**src/ggvc_pkg.sv**
```systemverilog
// Package for the go-to-goal velocity controller: shared widths, the arctangent
// table, register indexes and the structs passed between the pipeline modules.
// Depends on nothing; every other file of the block imports it.
package ggvc_pkg;

  // Widths of the datapath.
  localparam int COORD_W   = 12;
  localparam int DELTA_W   = 13;
  localparam int HEAD_W    = 11;
  localparam int SQR_W     = 24;   // one squared difference
  localparam int SQ_W      = 25;   // sum of squares
  localparam int DIST_W    = 13;   // integer square root of the sum
  localparam int XY_W      = 32;   // CORDIC vector components
  localparam int Z_W       = 34;   // CORDIC angle accumulator, Q.30 radians
  localparam int GAIN_W    = 10;
  localparam int STOP_W    = 12;
  localparam int SPEED_W   = 15;
  localparam int TURN_W    = 16;
  localparam int CORDIC_SHIFT = 16;

  // The square root takes one result bit per step.
  localparam int SQRT_STEPS   = 13;
  localparam int ATAN_ENTRIES = 24;

  localparam logic signed [Z_W-1:0] PI_Q30 = 34'sd3373259426;

  // atan(2^-i) in Q.30, truncated.
  localparam logic [29:0] ATAN_Q30 [ATAN_ENTRIES] = '{
    30'd843314856, 30'd497837829, 30'd263043836, 30'd133525158,
    30'd67021686,  30'd33543515,  30'd16775850,  30'd8388437,
    30'd4194282,   30'd2097149,   30'd1048575,   30'd524287,
    30'd262143,    30'd131071,    30'd65535,     30'd32767,
    30'd16383,     30'd8191,      30'd4095,      30'd2047,
    30'd1023,      30'd511,       30'd255,       30'd127
  };

  typedef enum logic [1:0] {
    REG_STOP_DISTANCE = 2'd0,
    REG_LINEAR_GAIN   = 2'd1,
    REG_ANGULAR_GAIN  = 2'd2
  } cfg_reg_e;

  // Payload carried along the row of cells.
  typedef struct packed {
    logic signed [XY_W-1:0]   x;
    logic signed [XY_W-1:0]   y;
    logic signed [Z_W-1:0]    z;
    logic [SQ_W-1:0]          rem;
    logic [SQ_W-1:0]          root;
    logic                     moving;
    logic signed [HEAD_W-1:0] hd;
  } cell_t;

  typedef struct packed {
    logic [GAIN_W-1:0] linear;
    logic [GAIN_W-1:0] angular;
  } gains_t;

endpackage

```
**src/ggvc_scale.sv**
```systemverilog
// Output scaling: rounds the bearing, applies both gains, rounds and saturates
// the commands, and holds the result register. Depends on ggvc_pkg.
module ggvc_scale #(
  parameter int FRAC_BITS = 8
) (
  input  logic                           clk_i,
  input  logic                           rst_ni,
  input  ggvc_pkg::gains_t               gains_i,
  input  logic                           in_valid_i,
  output logic                           in_ready_o,
  input  ggvc_pkg::cell_t                in_data_i,
  output logic                           out_valid_o,
  input  logic                           out_ready_i,
  output logic [ggvc_pkg::SPEED_W-1:0]   forward_speed_o,
  output logic signed [ggvc_pkg::TURN_W-1:0] turn_rate_o,
  output logic                           moving_o
);
  import ggvc_pkg::*;

  localparam int BW  = FRAC_BITS + 4;
  localparam int DW  = ((BW > HEAD_W) ? BW : HEAD_W) + 1;
  localparam int PW  = DW + GAIN_W + 1;
  localparam int TW  = PW + 1;
  localparam int SPW = GAIN_W + DIST_W;
  localparam logic signed [Z_W-1:0] Z_HALF = Z_W'(1) << (29 - FRAC_BITS);
  localparam logic [SPW:0]          S_HALF = (SPW + 1)'(1) << (FRAC_BITS - 1);
  localparam logic signed [TW-1:0]  T_HALF = TW'(1) << (FRAC_BITS - 1);
  localparam logic signed [TW-1:0]  T_MAX  = TW'(32767);
  localparam logic signed [TW-1:0]  T_MIN  = -TW'(32768);

  logic v1_q, v2_q, v3_q;
  logic ld1, ld2, ld3;

  logic signed [Z_W-1:0]  z_rnd;
  logic signed [Z_W-1:0]  z_shr;
  logic signed [BW-1:0]   bearing;
  logic signed [DW-1:0]   diff_d, diff_q;
  logic [SPW-1:0]         sprod_d, sprod_q;
  logic                   mov1_q, mov2_q;

  logic signed [PW-1:0]   tprod_d, tprod_q;
  logic [SPW:0]           s_rnd;
  logic [SPW:0]           s_shr;
  logic [SPEED_W-1:0]     speed_d, speed2_q;

  logic signed [TW-1:0]   t_rnd;
  logic signed [TW-1:0]   t_shr;
  logic signed [TURN_W-1:0] turn_d;
  logic [SPEED_W-1:0]     speed_q;
  logic signed [TURN_W-1:0] turn_q;
  logic                   mov3_q;

  assign ld3 = !v3_q || out_ready_i;
  assign ld2 = !v2_q || ld3;
  assign ld1 = !v1_q || ld2;
  assign in_ready_o = ld1;

  // First step: bearing rounded to the output format, heading error, speed product.
  always_comb begin
    z_rnd   = in_data_i.z + Z_HALF;
    z_shr   = z_rnd >>> (30 - FRAC_BITS);
    bearing = z_shr[BW-1:0];
    diff_d  = DW'(bearing) - DW'(in_data_i.hd);
    sprod_d = {{DIST_W{1'b0}}, gains_i.linear} * {{GAIN_W{1'b0}}, in_data_i.root[DIST_W-1:0]};
  end

  // Second step: turn product, speed rounded and clipped.
  always_comb begin
    tprod_d = $signed({1'b0, gains_i.angular}) * diff_q;
    s_rnd   = {1'b0, sprod_q} + S_HALF;
    s_shr   = s_rnd >> FRAC_BITS;
    if (s_shr > (SPW + 1)'(32767)) begin
      speed_d = '1;
    end else begin
      speed_d = s_shr[SPEED_W-1:0];
    end
  end

  // Third step: turn rate rounded towards minus infinity after the half bias, clipped.
  always_comb begin
    t_rnd = TW'(tprod_q) + T_HALF;
    t_shr = t_rnd >>> FRAC_BITS;
    if (t_shr > T_MAX) begin
      turn_d = T_MAX[TURN_W-1:0];
    end else if (t_shr < T_MIN) begin
      turn_d = T_MIN[TURN_W-1:0];
    end else begin
      turn_d = t_shr[TURN_W-1:0];
    end
  end

  always_ff @(posedge clk_i or negedge rst_ni) begin
    if (!rst_ni) begin
      v1_q <= 1'b0;
      v2_q <= 1'b0;
      v3_q <= 1'b0;
    end else begin
      if (ld1) v1_q <= in_valid_i;
      if (ld2) v2_q <= v1_q;
      if (ld3) v3_q <= v2_q;
    end
  end

  always_ff @(posedge clk_i) begin
    if (ld1 && in_valid_i) begin
      diff_q  <= diff_d;
      sprod_q <= sprod_d;
      mov1_q  <= in_data_i.moving;
    end
    if (ld2 && v1_q) begin
      tprod_q  <= tprod_d;
      speed2_q <= speed_d;
      mov2_q   <= mov1_q;
    end
    if (ld3 && v2_q) begin
      speed_q <= mov2_q ? speed2_q : '0;
      turn_q  <= mov2_q ? turn_d : '0;
      mov3_q  <= mov2_q;
    end
  end

  assign out_valid_o     = v3_q;
  assign forward_speed_o = speed_q;
  assign turn_rate_o     = turn_q;
  assign moving_o        = mov3_q;

endmodule

```
**config.mk**
```make
export PLATFORM = sky130hd
export DESIGN_NAME = ggvc_scale
export DESIGN_NICKNAME = d
export VERILOG_FILES = /design/src/ggvc_pkg.sv /design/src/ggvc_scale.sv
export SDC_FILE = /design/constraint.sdc
export NUM_CORES = 1
export LEC_CHECK = 0
export ABC_AREA = 1
export BUFFER_PORTS_ARGS = -buffer_cell sky130_fd_sc_hd__buf_2
export CAP_MARGIN = 20
export CORE_ASPECT_RATIO = 1.1
export CORE_MARGIN = 4
export CORE_UTILIZATION = 40
export DETAILED_ROUTE_END_ITERATION = 12
export GPL_TIMING_DRIVEN = 0
export MAX_ROUTING_LAYER = met4
export PLACE_DENSITY = 0.7
export SETUP_SLACK_MARGIN = 0.15
export SYNTH_ARGS = -nofsm -noshare
export SYNTH_HDL_FRONTEND = slang
export SYNTH_SLANG_ARGS = --single-unit
export TNS_END_PERCENT = 100
```
**constraint.sdc**
```tcl
create_clock -name clk_i -period 8.6 [get_ports clk_i]
set_clock_uncertainty 0.1 [all_clocks]
set_input_delay 1.72 -clock clk_i [delete_from_list [all_inputs] [get_ports clk_i]]
set_output_delay 1.72 -clock clk_i [all_outputs]
set_load 0.05 [all_outputs]
```
# [Word-level counts from Yosys, hierarchy flattened]
# Index checks and enable logic that the tools add are counted.
[totals] reg_bits=112 input_bits=184 word_cells=35
[op_classes] add_sub_neg=4 n_mul=2 n_lt_le_gt_ge=3 mux=2 bitwise=1 n_reduce_logical=10
[op_table] op="$add A34 B23 Y34 const B" n=1
[op_table] op="$add A24 B9 Y25 const B" n=1
[op_table] op="$add A23 B8 Y24 const B" n=1
[op_table] op="$mul A11 B13 Y24" n=1
[op_table] op="$mul A10 B13 Y23" n=1
[op_table] op="$gt A17 B16 Y1 const B" n=1
[op_table] op="$lt A17 B16 Y1 const B" n=1
[op_table] op="$gt A16 B15 Y1 const B" n=1
[op_table] op="$mux W16" n=1
[op_table] op="$mux W15" n=1
[op_table] op="$sub A12 B11 Y13" n=1
[op_table] op="$logic_and A1 B1 Y1" n=3
[op_table] op="$logic_not A1 Y1" n=3
[op_table] op="$logic_or A1 B1 Y1" n=3
[op_table] op="$reduce_or A2 Y1" n=1
[op_table] op="$not A1 Y1" n=1

# [Depth between registers and ports, before layout]
[depth] ltp_word=5 ltp_mapped=23

# [Least setup slack after synthesis]
# Ideal clock, no wire load.
[synth_timing] kind="input port to flip-flop" from="input port gains_i[19] in the netlist's numbering" to="register sprod_q[18], data pin" setup_time_ns=0.252 arrival_time_ns=5.898 required_time_ns=8.248 setup_slack_ns=2.350 path_stages=19 n_path_buf=1 path_cell_list="clkbuf_1 > nand2_1 > fa_1 > fa_1 > inv_1 > fa_1 > fa_1 > inv_1 > fa_1 > inv_1 > ha_1 > a21oi_1 > o21ai_0 > a21oi_1 > nand2_1 > nand2_1 > nand2_1 > nand2_1 > nand2_1"
[synth_between] elab_chain_len=1
[synth_lines] item="start: declaration" line="ggvc_scale.sv:8" source="input ggvc_pkg::gains_t gains_i,"
[synth_lines] item="$mul A10 B13 Y23" line="ggvc_scale.sv:64" source="sprod_d = {{DIST_W{1'b0}}, gains_i.linear} * {{GAIN_W{1'b0}}, in_data_i.root[DIST_W-1:0]};"
[synth_lines] item="via sprod_d[18]" line="ggvc_scale.sv:38" source="logic [SPW-1:0] sprod_d, sprod_q;"
[synth_lines] item="end signal: assignment" line="ggvc_scale.sv:107" source="sprod_q <= sprod_d;"
[synth_lines] item="end: declaration" line="ggvc_scale.sv:38"
# The timed path passes the listed nets, and every way through them passes these cells.
# A chain may end at the register's enable or synchronous reset.

# [Final worst setup path]
[layout_timing] from="input port gains_i[2] in the netlist's numbering" to="register tprod_q[23], data pin"
[layout_between] elab_chain_len=1
[layout_lines] item="$mul A11 B13 Y24" line="ggvc_scale.sv:69" source="tprod_d = $signed({1'b0, gains_i.angular}) * diff_q;"
[layout_lines] item="via tprod_d[23]" line="ggvc_scale.sv:41" source="logic signed [PW-1:0] tprod_d, tprod_q;"
[layout_lines] item="end signal: assignment" line="ggvc_scale.sv:111" source="tprod_q <= tprod_d;"
[layout_lines] item="end: declaration" line="ggvc_scale.sv:41"
# The timed path passes the listed nets, and every way through them passes these cells.

==> results.sh <==
export IMPL_slew_headroom_pct=37.1
export IMPL_numCtsBuffers=9
export IMPL_critPathLaunch="gains_i[2]"
export IMPL_worst_setup_path_end_kind="flip-flop"
export IMPL_io_pins=218
export IMPL_grt_pass1_vias=12100
export IMPL_ys_ff_latch=98
export IMPL_min_period_ns=6.65
export IMPL_cts_setup_buffers=0
export IMPL_grt_overflow_total=0
export IMPL_cp_endpoint="tprod_q[23]$_DFFE_PP_"
export IMPL_worst_slew_pin_slew_ns=0.942
export IMPL_cts_buffer_depth=2
export IMPL_synthFlopType="edfxtp_1"
export IMPL_rr_endpoint="tprod_q[23]$_DFFE_PP_"
export IMPL_grt_total_usage_pct=16.8
export IMPL_grt_pass1_wl_um=54700
export IMPL_antenna_found_initial=1
export IMPL_start_util_pct=40.8
export IMPL_ys_types=42
export IMPL_drive_gt1_share_pct=6.93
export IMPL_crit_path_max_incr_delay_ns=0.66
export IMPL_setup_violations=0
export IMPL_clock_latency_ns=0.35
export IMPL_yosys_warnings=0
export IMPL_dr_pass1_iters=5
export IMPL_synth_edf_count=95
export IMPL_viasPerCell=4.71
export IMPL_syn_inst=1877
export IMPL_cts_hold_buf=0
export IMPL_final_hold_violation_count=0
export IMPL_drt_iter0_drc=531
export IMPL_synth_area_per_cell_um2=7.92
export IMPL_core_um2=36400
export IMPL_gp_congestion=0.912
export IMPL_fmax_mhz=150
export IMPL_fp_dieH_um=210
export IMPL_clockRootBuffer="clkbuf_16"
export IMPL_synth_area_um2=14900
export IMPL_cts_clk_slew_worst_paths_ns=0.07
export IMPL_crit_required_ns=8.59
export IMPL_critPathMaxFanout=5
export IMPL_worstHoldPathType="flip-flop to flip-flop"
export IMPL_final_antenna_net_count=0
export IMPL_die_area_um2=40300
export IMPL_path_buf_inv=7
export IMPL_drv_slew=0
export IMPL_yosysTopAreaCell="fa_1"
export IMPL_synth_area_leaders="fa_1 (28%), edfxtp_1 (19%), inv_1 (13%)"
export IMPL_ff2ff_path_depth=22
export IMPL_drt_wl_total_um=31400
export IMPL_cp_depth=22
export IMPL_die_width_um=192
export IMPL_tritoncts="done"
export IMPL_worst_setup_path_start_kind="input port"
export IMPL_cts_resized=0
export IMPL_grt_max_degree=33
export IMPL_hpwl_um=27500
export IMPL_vias=11600
export IMPL_path_class="input port to flip-flop"
export IMPL_ys_seq_area_share_pct=19.7
export IMPL_drc=0
export IMPL_final_nets=2485
export IMPL_outcome="finished clean"
export IMPL_synth_common_cells="inv_1 (510), nand2_1 (507), fa_1 (206)"
export IMPL_area_growth_syn_to_layout_pct=9.43
export IMPL_crit_family="adder cells"
export IMPL_fin_crit_sh_pct=77.3
export IMPL_synth_top_area_share_pct=27.7
export IMPL_setup_tns_ns=0
export IMPL_rrSetupSlack_ns=2.73
export IMPL_rsz0062_at_grt="false"
export IMPL_portBuffers=82
export IMPL_wl_per_cell_um=12.7
export IMPL_r2r_start="diff_q[12]$_DFFE_PP_"
export IMPL_synth_nets=2390
export IMPL_crit_path_cell_trace="buf_2 -> nand2_1 -> inv_1 -> fa_1 -> fa_1 -> inv_1 -> fa_1 -> inv_1 -> fa_1 -> inv_1 -> fa_1 -> inv_1 -> ha_1 -> nand2_1 -> inv_1 -> nand2_1 -> nor2_1 -> nand2_1 -> a21oi_1 -> nor2_1 -> nand2_1 -> nand2_1"
export IMPL_cts_htree_levels=3
export IMPL_async_flop_share_pct=3.06
export IMPL_cp_arrival_ns=6.64
export IMPL_rows=73
export IMPL_synth_most_common_cell="inv_1"
export IMPL_cts_sinks=98
export IMPL_maxCapViolations=0
export IMPL_worst_path_max_delay_cell="fa_1"
==> area by class of cell <==
class / count / area, um^2
Tap cell: 487 / 609
Clock buffer: 9 / 225
Buffer: 51 / 206
Clock inverter: 7 / 87.6
Antenna cell: 1 / 2.50
Multi-Input combinational cell: 1214 / 9810
Fill cell: 3606 / 20200
Sequential cell: 98 / 2930
Timing Repair Buffer: 84 / 465
Inverter: 514 / 1930
==> cells in the final DEF, fill, tap and decap left out, types with 3 or more instances in the layout <==
cell type  Yosys  routed
a31oi_1        3       3
edfxtp_1      95      95
nor2_4         4       4
nor3_1        17      17
xnor2_1       17      17
o21bai_1       3       3
o21ai_0       31      31
inv_2          4       4
nor2_1        77      77
a21oi_2       10      10
nand2_1      507     507
ha_1         123     123
nand3_1       54      54
buf_2          3      85
nor4_1         4       4
clkbuf_1      45      45
nand4_1       20      20
clkbuf_16      0       9
o21ai_1        5       5
dfrtp_1        3       3
nand2_4        4       4
xor2_1        43      43
or2_2          3       3
fa_1         206     206
o21a_1         4       4
inv_1        510     510
a21oi_1       60      59
a21o_1         3       3
==> cells by family after synthesis <==
group                      Yosys count  share of synthesized area [%]
adders and majority gates          329                           38.1
AOI/OAI and AO/OA                  121                           4.55
DFF                                 98                           19.7
buffers and inverters              565                           14.4
and+or+nand+nor                    704                           19.7
xor gates and xnor gates            60                           3.54
==> sequential cells by signal, indices dropped and copies added, names as in the netlist <==
signal,cells
out_valid_o,1
mov1_q,1
moving_o,1
sprod_q,16
v2_q,1
diff_q,13
speed2_q,15
v1_q,1
forward_speed_o,15
turn_rate_o,16
mov2_q,1
tprod_q,17
==> stage by stage <==
| stage | util [%] | instances | area [um^2] | hold slack, ns | setup WS, ns |
|---|---|---|---|---|---|
| finish | 44.6 | 2465 | 16300 | 0.339 | 1.95 |
| global route | 44.6 | 2465 | 16300 | 0.355 | 1.52 |
| CTS | 44.5 | 2463 | 16200 | 0.336 | 1.99 |
| detailed placement | 43.7 | 2447 | 15900 | 0.308 | 1.63 |
| global placement | 43.6 | 2446 | 15900 | 0.307 | 1.67 |
| floorplan | - | 1877 | 14900 | 0.300 | 2.35 |
==> routing by layer <==
layer  up-vias  track usage (%)  wire (um)
met2       239             29.2      15800
met3        45             1.69       1230
met1      5569             21.0      13900
li1       5768                -          -
met4         0             4.63        533
met5         -                -          0
==> worst min path at each step <==
stage                           from               end  slack, ns  cells after the start
floorplan           mov1_q$_DFFE_PP_  mov2_q$_DFFE_PP_       0.30                      0
global placement    mov1_q$_DFFE_PP_  mov2_q$_DFFE_PP_       0.31                      0
detailed placement  mov1_q$_DFFE_PP_  mov2_q$_DFFE_PP_       0.31                      0
CTS                 mov1_q$_DFFE_PP_  mov2_q$_DFFE_PP_       0.34                      0
global route        mov1_q$_DFFE_PP_  mov2_q$_DFFE_PP_       0.35                      0
finish              mov1_q$_DFFE_PP_  mov2_q$_DFFE_PP_       0.34                      0
Power is left out: the tool's default activity adds up to more than one toggle a clock period on the data nets, which glitch-free logic cannot reach.
