$ cat src/ggvc_pkg.sv
// Package for the go-to-goal velocity controller: shared widths, the arctangent
// table, register indexes and the structs passed between the pipeline modules.
// Depends on nothing; every other file of the block imports it.
package ggvc_pkg;

  // Widths of the datapath.
  localparam int COORD_W   = 12;
  localparam int DELTA_W   = 13;
  localparam int HEAD_W    = 11;
  localparam int SQR_W     = 24;   // one squared difference
  localparam int SQ_W      = 25;   // sum of squares
  localparam int DIST_W    = 13;   // integer square root of the sum
  localparam int XY_W      = 32;   // CORDIC vector components
  localparam int Z_W       = 34;   // CORDIC angle accumulator, Q.30 radians
  localparam int GAIN_W    = 10;
  localparam int STOP_W    = 12;
  localparam int SPEED_W   = 15;
  localparam int TURN_W    = 16;
  localparam int CORDIC_SHIFT = 16;

  // The square root takes one result bit per step.
  localparam int SQRT_STEPS   = 13;
  localparam int ATAN_ENTRIES = 24;

  localparam logic signed [Z_W-1:0] PI_Q30 = 34'sd3373259426;

  // atan(2^-i) in Q.30, truncated.
  localparam logic [29:0] ATAN_Q30 [ATAN_ENTRIES] = '{
    30'd843314856, 30'd497837829, 30'd263043836, 30'd133525158,
    30'd67021686,  30'd33543515,  30'd16775850,  30'd8388437,
    30'd4194282,   30'd2097149,   30'd1048575,   30'd524287,
    30'd262143,    30'd131071,    30'd65535,     30'd32767,
    30'd16383,     30'd8191,      30'd4095,      30'd2047,
    30'd1023,      30'd511,       30'd255,       30'd127
  };

  typedef enum logic [1:0] {
    REG_STOP_DISTANCE = 2'd0,
    REG_LINEAR_GAIN   = 2'd1,
    REG_ANGULAR_GAIN  = 2'd2
  } cfg_reg_e;

  // Payload carried along the row of cells.
  typedef struct packed {
    logic signed [XY_W-1:0]   x;
    logic signed [XY_W-1:0]   y;
    logic signed [Z_W-1:0]    z;
    logic [SQ_W-1:0]          rem;
    logic [SQ_W-1:0]          root;
    logic                     moving;
    logic signed [HEAD_W-1:0] hd;
  } cell_t;

  typedef struct packed {
    logic [GAIN_W-1:0] linear;
    logic [GAIN_W-1:0] angular;
  } gains_t;

endpackage

$ cat src/ggvc_cell.sv
// One cell of the row: a CORDIC vectoring step and a square root step, each
// enabled by parameter, behind a valid/ready register. Depends on ggvc_pkg.
module ggvc_cell #(
  parameter int IDX       = 0,
  parameter bit CORDIC_ON = 1'b1,
  parameter bit SQRT_ON   = 1'b1
) (
  input  logic           clk_i,
  input  logic           rst_ni,
  input  logic           in_valid_i,
  output logic           in_ready_o,
  input  ggvc_pkg::cell_t in_data_i,
  output logic           out_valid_o,
  input  logic           out_ready_i,
  output ggvc_pkg::cell_t out_data_o
);
  import ggvc_pkg::*;

  localparam int SQ_SHIFT = SQRT_ON ? 2 * (SQRT_STEPS - 1 - IDX) : 0;
  localparam int ATAN_IDX = (IDX < ATAN_ENTRIES) ? IDX : ATAN_ENTRIES - 1;
  localparam logic [SQ_W:0] SQ_BIT = (SQ_W + 1)'(1) << SQ_SHIFT;
  localparam logic signed [Z_W-1:0] ATAN_K = $signed({4'b0, ATAN_Q30[ATAN_IDX]});

  logic             valid_q;
  cell_t            data_q;
  cell_t            data_d;
  logic signed [XY_W-1:0] xs;
  logic signed [XY_W-1:0] ys;
  logic [SQ_W:0]    trial;

  always_comb begin
    data_d = in_data_i;
    xs     = in_data_i.x >>> IDX;
    ys     = in_data_i.y >>> IDX;
    trial  = {1'b0, in_data_i.root} + SQ_BIT;
    if (CORDIC_ON) begin
      if (in_data_i.y > 0) begin
        data_d.x = in_data_i.x + ys;
        data_d.y = in_data_i.y - xs;
        data_d.z = in_data_i.z + ATAN_K;
      end else if (in_data_i.y < 0) begin
        data_d.x = in_data_i.x - ys;
        data_d.y = in_data_i.y + xs;
        data_d.z = in_data_i.z - ATAN_K;
      end
    end
    if (SQRT_ON) begin
      if ({1'b0, in_data_i.rem} >= trial) begin
        data_d.rem  = in_data_i.rem - trial[SQ_W-1:0];
        data_d.root = (in_data_i.root >> 1) + SQ_BIT[SQ_W-1:0];
      end else begin
        data_d.root = in_data_i.root >> 1;
      end
    end
  end

  assign in_ready_o = !valid_q || out_ready_i;

  always_ff @(posedge clk_i or negedge rst_ni) begin
    if (!rst_ni) begin
      valid_q <= 1'b0;
    end else if (in_ready_o) begin
      valid_q <= in_valid_i;
    end
  end

  always_ff @(posedge clk_i) begin
    if (in_ready_o && in_valid_i) begin
      data_q <= data_d;
    end
  end

  assign out_valid_o = valid_q;
  assign out_data_o  = data_q;

endmodule

$ cat config.mk
export PLATFORM = sky130hd
export DESIGN_NAME = ggvc_cell
export DESIGN_NICKNAME = d
export VERILOG_FILES = /design/src/ggvc_pkg.sv /design/src/ggvc_cell.sv
export SDC_FILE = /design/constraint.sdc
export NUM_CORES = 1
export LEC_CHECK = 0
export BUFFER_PORTS_ARGS = -buffer_cell sky130_fd_sc_hd__buf_2
export CAP_MARGIN = 10
export CORE_AREA = 2 2 190 192
export CTS_CLUSTER_SIZE = 24
export DETAILED_ROUTE_END_ITERATION = 16
export DIE_AREA = 0 0 192 194
export SYNTH_ARGS = -nofsm -noshare
export SYNTH_HDL_FRONTEND = slang
export SYNTH_SLANG_ARGS = --single-unit
$ cat constraint.sdc
create_clock -name clk_i -period 4.7 [get_ports clk_i]
set_input_delay 1.175 -clock clk_i [delete_from_list [all_inputs] [get_ports clk_i]]
set_output_delay 1.175 -clock clk_i [all_outputs]
set_load 0.01 [all_outputs]
Word level (Yosys, flattened, before mapping):

Cells that the tools add are included.

* register bits: 161
* word-level logic and storage cells: 27

* mux-type cells: 4
* $add $sub $neg: 8
* reduce and logical (&&, ||, !) cells: 3
* $lt $le $gt $ge: 3

Operators with widths (number)
* 2-to-1 mux 98 bit: 2
* subtractor 32 bit: 2
* adder 34 x 31 -> 34 bit (second input constant): 1
* subtractor 34 x 31 -> 34 bit (second input constant): 1
* adder 32 bit: 1
* greater-than comparator 32 x 1 -> 1 bit (second input constant): 1
* < comparator 32 x 1 -> 1 bit (second input constant): 1
* adder 25 x 25 -> 26 bit (second input constant): 1
* greater-or-equal comparator 25 x 26 -> 1 bit: 1
* adder 24 x 25 -> 25 bit (second input constant): 1
* 2-to-1 mux 25 bit: 1
* subtractor 25 bit: 1
* 2-to-1 mux 24 bit: 1
* logical AND 1 bit: 1
* zero test 1 bit: 1
* logical OR 1 bit: 1

Logic depth before layout (Yosys ltp):

Gate-level depths: netlist of run 1.

* depth in word-level cells: 3
* gate-level depth with buffers: 15

Worst setup path after synthesis of run 1:

Ideal clock, no wire load.

* path type: input-to-reg
* start: input out_ready_i
* end: register data_q, in the netlist out_data_o[0], enable pin
* data required time: 4.160 ns
* slack: -0.894 ns
* setup time: 0.540 ns
* cell stages on the path: 2
* arrival: 5.055 ns
* cells stage by stage: nand2b_1 > and2_1

* cells in the longest elaborated chain, start to end: 2

RTL lines
* start, declared: RTL line ggvc_cell.sv:14 `input logic out_ready_i,`
* logical OR 1 bit: RTL line ggvc_cell.sv:57 `assign in_ready_o = !valid_q || out_ready_i;`
* logical AND 1 bit: RTL line ggvc_cell.sv:68 `if (in_ready_o && in_valid_i) begin`
* end signal, assigned: RTL line ggvc_cell.sv:69 `data_q <= data_d;`
* end, declared: RTL line ggvc_cell.sv:25 `cell_t data_q;`

No other way between the ends.
A chain may end at the register's enable or synchronous reset.

==> results of run 1 <==
-- cell usage after synthesis, types with 7 or more instances --
cell type  instances
a21oi_1          161
edfxtp_1         160
inv_1            135
ha_1             130
nor2_1           122
o21ai_0          101
nand2_1           89
clkbuf_1          72
xnor2_1           44
a21o_1            43
nor3_1            31
nand3_1           29
a31oi_1           26
o21bai_1          25
o22ai_1           22
a211oi_1          20
a221oi_1          20
nand4_1           20
nor4_1            20
xor2_1            19
o211ai_1          17
mux2_4            16
nand2b_1          15
nor2b_1           15
o31ai_1           15
o221ai_1          12
o21a_1            11
and3_1             9
mux2i_1            9
buf_1              8
mux2_2             8
or3_1              8
a22oi_1            7
or2_2              7
-- sequential cells by signal (all words and copies together), names as in the netlist --
register	cells
out_data_o	160
out_valid_o	1
-- logic make-up after synthesis --
logic type      share of synthesized area (%)
compound gates                           26.7
simple gates                             13.2
buf+inv                                  6.35
flops                                    34.6
fa+ha+maj                                12.2
xor+xnor                                 3.95
mux                                      3.01
-- power breakdown --
| part | internal [W] | total [W] | switching, W |
|---|---|---|---|
| combinational | 0.000631 | 0.00162 | 0.000985 |
| clock | 0.000856 | 0.00152 | 0.000669 |
| sequential | 0.00174 | 0.00177 | 0.0000296 |
-- worst paths after layout --
path,start,endpoint
worst min register to register,out_valid_o$_DFFE_PN0N_,out_valid_o$_DFFE_PN0N_
worst max-delay path,in_data_i[96],out_data_o[150]$_DFFE_PP_
max in group asynchronous,rst_ni,out_valid_o$_DFFE_PN0N_
worst min-delay path,rst_ni,out_valid_o$_DFFE_PN0N_
worst max register to register,out_valid_o$_DFFE_PN0N_,out_data_o[120]$_DFFE_PP_
min in group clk_i,out_valid_o$_DFFE_PN0N_,out_valid_o$_DFFE_PN0N_
-- area by class of cell --
cell class	instances	area, sq um	area share (%)
timing repair buffer	378	2060	12.2
inverter	141	529	3.13
sequential	161	4830	28.6
tap	461	577	3.41
multi-input combinational	1179	8270	48.9
clock buffer	18	429	2.54
clock inverter	14	196	1.16
-- metal layers --
layer / up-vias / share of wire [%] / global-route usage (%)
met5: - / 0 / 0
met4: 0 / 2.9 / 8.43
met3: 70 / 7.2 / 4.51
met2: 546 / 47 / 42.9
met1: 6430 / 43 / 33.2
li1: 6457 / - / -
-- stage by stage --
stage                     cells  util, %  hold slack [ns]
final                      2352     48.0            0.488
after global routing       2352     48.0            0.458
after CTS                  2352     48.0            0.458
after detailed placement   2320     46.2            0.537
after global placement     2320     46.2            0.511
after floorplan            1565        -            0.622
==> results_dict.tcl, run 1 <==
set metrics [dict create \
    period_minus_slack_ns 4.17 \
    synth.avg_cell_area_sq_um 8.92 \
    antenna_found_initial 0 \
    drv_slew 0 \
    path_buf_inv 2 \
    required_ns 4.90 \
    rows 69 \
    ant_nets 0 \
    critical-path-top-delay-family "compound AO/OA/AOI/OAI gates" \
    hold_violations 0 \
    fin_nets 2176 \
    insertion_delay_ns 0.46 \
    cts.clk_slew.worst_paths_ns 0.08 \
    portBuffers 325 \
    die_x_um 192 \
    pre_cts_slack_ns 0.157 \
    slowest_stage "o2111ai_1" \
    routed-via-count 13500 \
    maxCapViolations 0 \
    wl_um 48900 \
    synth_area_leaders "edfxtp_1 (34%), ha_1 (12%), a21oi_1 (5.8%)" \
    place_area_sq_um 16300 \
    timing.fmax_mhz 240 \
    synth_ff_type "edfxtp_1" \
    ioPinCount 326 \
    finalClockSkew_ns 0.0144 \
    max_stage_delay_ns 0.45 \
    cts-root-buf "clkbuf_16" \
    synth_cell_types 78 \
    globalplace.congestion 0.949 \
    wl_per_cell_um 20.8 \
    drive_gt1_share_pct 24.4 \
    postCtsSetupRepairBufs 0 \
    power_w 0.00492 \
    cts_hold_buf 0 \
    clock_sinks 161 \
    initial_utilization_pct 39.6 \
    track_usage_pct 25.6 \
    cp_max_fo 5 \
    numCtsBuffers 17 \
    setup_slack_ns 0.531 \
    async_flop_share_pct 0.621 \
    synthCells 1565 \
    synth_nets 1863 \
    relSlewSlack_pct 41.7 \
    cts_tree "built" \
    syn2layout_area_growth_pct 21.0 \
    arrival_ns 4.37 \
    core_area_sq_um 35200 \
    num-fill-cells 3489 \
    path_depth 13 \
    hpwl_um 37800 \
    grt_pass1_vias 13000 \
    die_height_um 194 \
    drtIter0Drc 1117 \
    rsz0062_at_grt "false" \
    fin_crit_sh_pct 88.7 \
    synth_area_leader_cell "edfxtp_1" \
    grt_pass1_wl_um 73900 \
    crit_path_start_kind "input port" \
    yosys_warnings 0 \
    dieArea_sq_um 37200 \
    reg2reg_depth 3 \
    p_per_area_nw_per_um2 291 \
    critPathKind "input port to flop" \
    grt_max_degree 87 \
    seq_area_frac_synth_pct 34.6 \
    final.setup.tns_ns 0 \
    final_cell_mix "buf_2 (324), a21oi_1 (161), edfxtp_1 (160), inv_1 (135), ha_1 (130)" \
    ys_seq_elements 161 \
    drt-vias-per-instance 5.74 \
    h-tree-depth 4 \
    cts_resized 0 \
    synth_edf_count 160 \
    cts_buffer_depth 2 \
    setup-violations-final 0 \
    tightest_slew_ns 0.875 \
    ir_drop_v 0.000275 \
    cp-end-kind "flop" \
    drt_pre_antenna_iters 6 \
    syn_area_sq_um 14000 \
    crit_chain "buf_2 > ha_1 > fa_1 > nor2b_1 > o21ai_0 > a311o_1 > o211ai_1 > o2111ai_1 > a211oi_2 > buf_4 > or2_2 > a221oi_1 > o22ai_1" \
    drc 0 \
    hold_class "input port to async pin" \
    grt_overflow 0 \
    mostFrequentLayoutCell "buf_2" \
    p_leak_nw 7.42 \
    fin_area_sq_um 16900 \
    rrSetupSlack_ns 2.99 \
    antenna_cells 0 \
    synth_top_cell_area_share_pct 34.4 \
    status "complete, no violations" \
]
Power figures use the tool's default switching activity.
==> run 2: changes to the inputs <==
--- a/config.mk
+++ b/config.mk
@@ -7,8 +7,9 @@
 export LEC_CHECK = 0
+export ABC_AREA = 1
 export BUFFER_PORTS_ARGS = -buffer_cell sky130_fd_sc_hd__buf_2
 export CAP_MARGIN = 10
-export CORE_AREA = 2 2 190 192
+export CORE_AREA = 2 2 208 210
 export CTS_CLUSTER_SIZE = 24
 export DETAILED_ROUTE_END_ITERATION = 16
-export DIE_AREA = 0 0 192 194
+export DIE_AREA = 0 0 210 212
 export SYNTH_ARGS = -nofsm -noshare
==> constraint.sdc (replaced) <==
create_clock -name clk_i -period 4.7 [get_ports clk_i]
set_input_delay 0.47 -clock clk_i [delete_from_list [all_inputs] [get_ports clk_i]]
set_output_delay 0.47 -clock clk_i [all_outputs]
set_load 0.01 [all_outputs]
==> run 2 against run 1 <==
Sequential power is essentially flat; largest cell class unchanged; clock skew down 0.0023 ns; clock power down 3%; global-route usage up 1.8 points; die area rose by 20%; via count up 32%; largest power group unchanged; final cell count is 45% higher; critical path depth up 3; setup slack improved by 1.2 ns; highest routed layer is now met5; hold slack worse by 0.34 ns.
==> results_dict.tcl, run 2 <==
set metrics [dict create \
    antenna_cells 0 \
    synthCells 2567 \
    timing.fmax_mhz 340 \
    ant_nets 0 \
    maxCapViolations 0 \
    fin_util_pct 45.3 \
    synth_cell_types 49 \
    ir_drop_v 0.000226 \
    cp_max_fo 31 \
    die_height_um 212 \
    hpwl_um 49900 \
    drtIter0Drc 1628 \
    postCtsSetupRepairBufs 0 \
    final_cell_mix "nand2_1 (814), inv_1 (424), buf_2 (325), nand3_1 (237), nor2_1 (232)" \
    cts_tree "built" \
    max_stage_delay_ns 0.58 \
    wl_per_cell_um 18.1 \
    synth_area_leader_cell "edfxtp_1" \
    grt_max_degree 161 \
    p_per_area_nw_per_um2 259 \
    insertion_delay_ns 0.50 \
    required_ns 4.95 \
    reg2reg_depth 2 \
    cts_resized 0 \
    largest_reg_flops 160 \
    finalClockSkew_ns 0.0120 \
    clock_sinks 161 \
    drt-vias-per-instance 5.21 \
    hold_class "input port to flop" \
    drv_slew 0 \
    path_common_cell "nand2_2" \
    setup-violations-final 0 \
    syn_area_sq_um 16700 \
    yosys_warnings 0 \
    syn2layout_area_growth_pct 15.6 \
    num-fill-cells 4563 \
    cts-root-buf "clkbuf_16" \
    fin_hold_ws_ns 0.153 \
    numCtsBuffers 17 \
    mostFrequentLayoutCell "nand2_1" \
    arrival_ns 3.19 \
    antenna_found_initial 2 \
    rows 76 \
    ys_seq_elements 161 \
    wl_um 61700 \
    relSlewSlack_pct 34.9 \
    globalplace.congestion 0.974 \
    path_buf_inv 4 \
    drive_gt1_share_pct 14.4 \
    synth_most_common_cell "nand2_1" \
    grt_overflow 0 \
    period_minus_slack_ns 2.94 \
    core_area_sq_um 42500 \
    async_flop_share_pct 0.621 \
    drc 0 \
    p_leak_nw 10.1 \
    die_x_um 210 \
    fin_nets 3151 \
    track_usage_pct 27.4 \
    synth_area_leaders "edfxtp_1 (29%), nand2_1 (18%), ha_1 (9.8%)" \
    slowest_stage "nand3_2" \
    whs_path_depth 1 \
    cts_buffer_depth 2 \
    rsz0062_at_grt "false" \
    tightest_slew_ns 0.974 \
    crit_chain "buf_2 > inv_1 > ha_1 > inv_1 > fa_1 > nand3_1 > nand2_2 > nand2_1 > nand2_2 > nand2_1 > nand2_2 > nand2_2 > nand3_2 > buf_4 > nand2_1 > o21ai_1" \
    cp-end-kind "flop" \
    seq_area_frac_synth_pct 29.0 \
    synth_ff_type "edfxtp_1" \
    synth.avg_cell_area_sq_um 6.49 \
    ioPinCount 326 \
    place_area_sq_um 18700 \
    cts.clk_slew.worst_paths_ns 0.07 \
    fin_area_sq_um 19300 \
    status "complete, no violations" \
    critical-path-top-delay-family "simple AND/OR/NAND/NOR gates" \
    critPathKind "input port to flop" \
    h-tree-depth 4 \
    dieArea_sq_um 44500 \
    synthTopCellsByCount "nand2_1 (814), inv_1 (424), nand3_1 (237), nor2_1 (234), edfxtp_1 (160)" \
    synth_edf_count 160 \
    synth_top_cell_area_share_pct 28.8 \
    routed-via-count 17800 \
    initial_utilization_pct 39.2 \
    path_depth 16 \
    drt_pre_antenna_iters 7 \
    portBuffers 325 \
    crit_path_start_kind "input port" \
    grt_pass1_vias 16500 \
    hold_violations 0 \
    grt_pass1_wl_um 93300 \
    synth_nets 2865 \
    final.setup.tns_ns 0 \
    fin_crit_sh_pct 62.5 \
]
-- run 2: cell count changes in the layout (fill, tap and decap cells not counted), sizes merged, moves of 30 or more --
| cell | before | now |
|---|---|---|
| buf | 378 | 334 |
| a21o | 43 | 6 |
| inv | 142 | 437 |
| nand4 | 20 | 50 |
| o21ai | 105 | 138 |
| nor2 | 122 | 239 |
| nand2 | 89 | 823 |
| a21oi | 162 | 129 |
| xor2 | 19 | 50 |
| xnor2 | 44 | 6 |
| nand3 | 29 | 240 |
-- run 2: layout make-up --
type	count	area, sq um	share of cell area, %
tap	546	683	3.54
inverter	432	1620	8.41
clock buffer	17	425	2.21
multi-input combinational	1906	9840	51.1
timing repair buffer	335	1720	8.91
sequential	161	4830	25.1
clock inverter	15	154	0.799
-- run 2: logic make-up (layout without fill, tap and decap cells) --
| logic type | count (synthesis) | in the layout | synth area share, % |
|---|---|---|---|
| AOI/OAI and AO/OA | 315 | 315 | 10.5 |
| xor gates and xnor gates | 56 | 56 | 2.94 |
| adders and majority gates | 134 | 134 | 10.2 |
| buffers and inverters | 500 | 799 | 12.1 |
| DFF | 161 | 161 | 29.0 |
| and+or+nand+nor | 1401 | 1401 | 35.2 |
-- run 2: where the power goes --
part           total, W  leakage (nW)  internal [W]  switching, W
Clock           0.00148         0.276      0.000785      0.000695
Combinational   0.00174          8.25      0.000554       0.00119
Sequential      0.00178          1.54       0.00174     0.0000314
-- run 2: worst paths after layout --
check	slack, ns	end	start
min in group asynchronous	0.28	out_valid_o$_DFFE_PN0N_	rst_ni
setup / recovery	1.76	out_data_o[44]$_DFFE_PP_	in_data_i[37]
hold / removal	0.15	out_data_o[3]$_DFFE_PP_	in_data_i[3]
max in group asynchronous	4.34	out_valid_o$_DFFE_PN0N_	rst_ni
hold reg to reg	0.59	out_valid_o$_DFFE_PN0N_	out_valid_o$_DFFE_PN0N_
setup reg to reg	2.94	out_data_o[89]$_DFFE_PP_	out_valid_o$_DFFE_PN0N_
-- run 2: per-layer routing --
metal | part of all wire (%) | up-vias | wire, um | track usage (%)
li1 | - | 8820 | - | -
met1 | 46 | 8155 | 28100 | 37.1
met2 | 44 | 713 | 27400 | 44.0
met3 | 7.7 | 94 | 4730 | 5.78
met4 | 2.4 | 4 | 1480 | 8.22
met5 | 0.045 | - | 28 | 0
-- run 2: what timing repair did --
item                                   in CTS  in global routing
hold buffers                                1                  0
endpoints found under the hold margin       1                  0
setup endpoints to repair                   0                  0
-- run 2: through the flow --
stage | power [W] | cells | setup slack [ns]
2_1_floorplan | 0.00293 | 2567 | 1.04
3_3_place_gp | 0.00351 | 3379 | 1.30
3_5_place_dp | 0.00352 | 3379 | 1.22
4_1_cts | 0.00503 | 3412 | 1.76
5_1_grt | 0.00530 | 3412 | 1.49
6_report | 0.00500 | 3412 | 1.76
